==> src/sv/alt_pkg.sv <==
// ----------------------------------------------------------------------------
// alt_pkg
// Shared types and defaults for the array list table engine.
// ----------------------------------------------------------------------------
package alt_pkg;

   localparam int unsigned DEPTH_DEF         = 32;
   localparam int unsigned ELEMENT_WIDTH_DEF = 32;

   typedef enum logic [2:0] {
      CMD_APPEND = 3'd0,
      CMD_INSERT = 3'd1,
      CMD_DELETE = 3'd2,
      CMD_FIND   = 3'd3,
      CMD_GET    = 3'd4,
      CMD_CLEAR  = 3'd5
   } cmd_type;

   typedef enum logic [2:0] {
      ST_OK       = 3'd0,
      ST_FULL     = 3'd1,
      ST_BADPOS   = 3'd2,
      ST_EMPTY    = 3'd3,
      ST_NOTFOUND = 3'd4
   } status_type;

   typedef enum logic [1:0] {
      S_IDLE,
      S_SCAN,
      S_FINISH
   } state_type;

   // per-cycle command broadcast to every cell
   typedef struct packed {
      logic ins;
      logic del;
      logic app;
      logic scan_clr;
      logic scan_step;
      logic find_mode;
   } op_type;

   typedef struct packed {
      status_type  status;
      logic [31:0] read_value;
      logic [4:0]  found_index;
      logic [5:0]  count;
      logic        is_empty;
   } res_type;

endpackage

==> src/sv/alt_cell.sv <==
// ----------------------------------------------------------------------------
// alt_cell
// One list slot: holds an entry, shifts with its neighbors, and forwards the
// scan carry toward slot zero.
// ----------------------------------------------------------------------------
module alt_cell
   import alt_pkg::*;
#(
   parameter int unsigned EW    = ELEMENT_WIDTH_DEF,
   parameter int unsigned IW    = 5,
   parameter int unsigned CW    = 6,
   parameter int unsigned INDEX = 0
) (
   input  logic          clock,
   input  logic          reset,
   input  op_type        op,
   input  logic [CW-1:0] pos,
   input  logic [CW-1:0] count,
   input  logic [EW-1:0] key,
   input  logic [EW-1:0] below,
   input  logic [EW-1:0] above,
   input  logic          hit_up,
   input  logic [EW-1:0] val_up,
   input  logic [IW-1:0] idx_up,
   output logic [EW-1:0] entry,
   output logic          hit_out,
   output logic [EW-1:0] val_out,
   output logic [IW-1:0] idx_out
);

   localparam logic [CW-1:0] IDX_C  = CW'(INDEX);
   localparam logic [CW-1:0] IDX_NX = CW'(INDEX + 1);
   localparam logic [IW-1:0] IDX_ID = IW'(INDEX);

   logic [EW-1:0] entry_ff, entry_in;
   logic          hit_ff, hit_in;
   logic [EW-1:0] val_ff, val_in;
   logic [IW-1:0] idx_ff, idx_in;
   logic          sel;

   assign sel = (IDX_C < count) && (op.find_mode ? (entry_ff == key) : (IDX_C == pos));

   always_comb begin
      entry_in = entry_ff;
      if (op.app && IDX_C == count) begin
         entry_in = key;
      end else if (op.ins) begin
         if (IDX_C == pos) begin
            entry_in = key;
         end else if (IDX_C > pos && IDX_C <= count) begin
            entry_in = below;
         end
      end else if (op.del && IDX_C >= pos && IDX_NX < count) begin
         entry_in = above;
      end
   end

   always_comb begin
      hit_in = hit_ff;
      val_in = val_ff;
      idx_in = idx_ff;
      if (op.scan_clr) begin
         hit_in = 1'b0;
      end else if (op.scan_step) begin
         hit_in = sel | hit_up;
         val_in = sel ? entry_ff : val_up;
         idx_in = sel ? IDX_ID : idx_up;
      end
   end

   always_ff @(posedge clock) begin
      entry_ff <= entry_in;
      val_ff   <= val_in;
      idx_ff   <= idx_in;
      if (reset) begin
         hit_ff <= 1'b0;
      end else begin
         hit_ff <= hit_in;
      end
   end

   assign entry   = entry_ff;
   assign hit_out = hit_ff;
   assign val_out = val_ff;
   assign idx_out = idx_ff;

endmodule
==> config.mk <==
export PLATFORM = sky130hd
export DESIGN_NAME = alt_cell
export DESIGN_NICKNAME = d
export VERILOG_FILES = /design/src/sv/alt_pkg.sv /design/src/sv/alt_cell.sv
export SDC_FILE = /design/constraint.sdc
export NUM_CORES = 1
export LEC_CHECK = 0
export BUFFER_PORTS_ARGS = -buffer_cell sky130_fd_sc_hd__buf_2
export CORE_ASPECT_RATIO = 1.1
export CORE_UTILIZATION = 40
export DETAILED_ROUTE_END_ITERATION = 7
export PLACE_DENSITY = 0.71
export REMOVE_ABC_BUFFERS = 1
export SLEW_MARGIN = 20
export SYNTH_ARGS = -nofsm -noshare
export SYNTH_HDL_FRONTEND = slang
export SYNTH_SLANG_ARGS = --single-unit
==> constraint.sdc <==
create_clock -name clock -period 3.9 [get_ports clock]
set_input_delay 0.78 -clock clock [delete_from_list [all_inputs] [get_ports clock]]
set_output_delay 0.78 -clock clock [all_outputs]
set_load 0.1 [all_outputs]
==> flow_metrics.py <==
metrics = {
    "placement": {
        "dp_cells": 771,
        "dp_slack_ps": 564.6,
        "io_buffers": 223,
        "place.gp.congestion": 0.7550,
        "dp_hpwl_um": 9622,
        "postPlaceCellArea_um2": 5679,
    },
    "clocking": {
        "clkLatencyLatePin_ps": 330,
        "clock-sinks": 70,
        "htreeDepth": 3,
        "cts_hold_buf": 0,
        "post_cts_buffers": 0,
        "clk_pin_slew_ps": 50,
        "cts_tree": "done",
        "numCtsBuffers": 9,
        "cts-resized-gates": 0,
        "clock_path_buffers": 2,
        "cts-root-buf": "clkbuf_16",
    },
    "worst_setup_path": {
        "reg2reg_slack_ps": 1210,
        "worst_r2r_path_depth": 6,
        "cp-startpoint": "pos[5]",
        "critPathMaxFanout": 38,
        "worstPathRequired_ps": 3920,
        "worstSetupPathType": "primary input to flop",
        "crit_chain": "buf_2, or4_4, o31a_2, nor2_4, a21boi_0",
        "reg2reg_from": "entry[31]",
        "cp-endpoint": "idx_out[0]",
        "crit_path_end_kind": "flop",
        "cp.arrival_ps": 3050,
        "slowest_stage": "nor2_4",
        "crit_path_start_kind": "primary input",
        "worst_path_largest_cell_delay_ps": 850,
        "r2r_end": "idx_out[0]",
    },
    "layout": {
        "final_common_cell": "buf_2",
        "fin_cells": 786,
        "n_antenna_cell": 0,
        "n_fill_cell": 1030,
        "area_growth_pct": 31.74,
        "postLayoutCellArea_um2": 5952,
        "final_util_pct": 54.30,
        "fin_nets": 790,
        "final_cell_mix": "223 x buf_2, 69 x edfxtp_1, 53 x a21oi_1",
        "drive_above_1_share_pct": 40.85,
    },
    "logic_synthesis": {
        "yosysTopAreaCell": "edfxtp_1",
        "postSynth.asyncResetShare_pct": 0,
        "synth.area.top_cells": "edfxtp_1 46%, mux2i_1 7.1%, nor4b_1 6.2%",
        "ys_seq_elements": 70,
        "postSynthAreaPerCell_um2": 10.27,
        "synth_edf_count": 69,
        "synth.distinct_cells": 32,
        "ys.flop_type": "edfxtp_1",
        "synth_seq_area_share_pct": 46.30,
        "yosys_warnings": 0,
        "syn-cell-area_um2": 4518,
        "synth_cells": 440,
        "synth.top_cell.area_share_pct": 45.86,
    },
    "power_and_ir_drop": {
        "p_leak_nw": 2.435,
        "powerDensity_nw_per_um2": 351.4,
        "max-vdd-ir-drop_mv": 0.1776,
    },
    "timing": {
        "worst_pin_slew_ps": 975.8,
        "fmax_mhz": 331.0,
        "relSlewSlack_pct": 34.79,
        "setup_viol": 0,
        "drv_slew": 0,
        "min_period_over_period_pct": 77.47,
        "rsz0062_at_grt": "false",
        "finalHoldViolCount": 0,
        "fin_ws_ps": 878.8,
        "hold_ws_ps": 575.0,
        "finalClockSkew_ps": 6.326,
        "period_needed_ps": 3021,
    },
    "drt": {
        "firstDrtPassIters": 5,
        "drtIter0Drc": 366,
        "drc_errors": 0,
        "postRouteAntennaNets": 0,
        "routed_wl_um": 14350,
        "vias": 4563,
        "wl_per_cell_um": 18.25,
        "detail_route.vias_per_cell": 5.805,
    },
    "worst_hold_path": {
        "min_path_type": "flop to flop",
    },
    "grt": {
        "grt-ovfl-total": 0,
        "grt_pass1_vias": 4416,
        "grt_antenna_before_repair": 0,
        "grt_max_degree": 67,
        "grt_usage_pct": 24.25,
        "grt_pass1_wl_um": 21600,
    },
    "die": {
        "die_area_um2": 11720,
        "die_h_um": 113.5,
        "die_w_um": 103.3,
        "rows": 40,
        "start_util_pct": 41.22,
        "core_area_um2": 10960,
        "ios": 224,
    },
    "flow_run": {
        "maxCapViolations": 0,
    },
    "status": {
        "status": "finished, final reports clean",
    },
}
## logic make-up (layout without fill, tap and decap cells)
logic type / count (synthesis) / after routing / synth area share [%]
compound gates: 107 / 107 / 15.09
simple gates: 151 / 151 / 20.16
mux: 32 / 32 / 7.090
flops: 70 / 70 / 46.30
xor+xnor: 32 / 32 / 6.203
buf+inv: 48 / 247 / 5.151
## where the power goes
group	switching, mW	total, mW	internal [mW]	leakage, nW
sequential	0.0135	0.881	0.867	0.643
combinational	0.345	0.492	0.147	1.67
clock	0.303	0.719	0.416	0.121
## sequential cells by signal, summed over array words and instances (netlist names)
signal / count
val_out: 32
entry: 32
idx_out: 5
hit_out: 1
## stage by stage
step | power [mW] | TNS (ps)
3_5_place_dp | 1.384 | 0
4_1_cts | 2.093 | 0
5_1_grt | 2.155 | 0
3_3_place_gp | 1.372 | 0
2_1_floorplan | 1.215 | -74700
6_report | 2.091 | 0
## routing by layer
layer,vias up,GRT usage [%],wire length [um]
li1,2117,-,-
met1,2166,29.61,5526
met2,255,41.33,7204
met3,25,4.902,1323
met4,0,10.05,294
met5,-,0,0
## final cells by class
type | count | area (um2) | area share (%)
Sequential cell | 70 | 2092 | 35.15
Clock buffer | 10 | 229.0 | 3.847
Tap cell | 147 | 183.9 | 3.090
Multi-Input combinational cell | 322 | 2223 | 37.36
Clock inverter | 4 | 16.27 | 0.2733
Timing Repair Buffer | 232 | 1204 | 20.22
Inverter | 1 | 3.754 | 0.06306
## Yosys cell counts, types with 2 or more instances
cell	count
a21boi_0	5
nor4_1	9
a21oi_1	53
nor4b_1	32
buf_2	6
buf_4	2
o211ai_1	33
mux2i_1	32
a21oi_2	11
and4_1	2
buf_6	5
edfxtp_1	69
xor2_1	32
nor2_1	33
nand3_1	32
nand4_1	34
nand2_1	2
clkbuf_1	34
## critical path: cells and delay by family
family / cells / cell delay (ps)
AND/OR/NAND/NOR: 2 / 1370
AO/OA/AOI/OAI: 2 / 790
buffers and inverters: 1 / 90
## worst min-delay path by stage
stage	to	cells past startpoint	startpoint	slack, ps
final	hit_out	2	hit_out	580
after global routing	hit_out	2	reset	620
after CTS	hit_out	2	hit_out	580
after detailed placement	hit_out	2	hit_out	570
after global placement	hit_out	2	hit_out	550
after floorplan	hit_out	1	op[2]	860
Power figures use the tool's default switching activity.
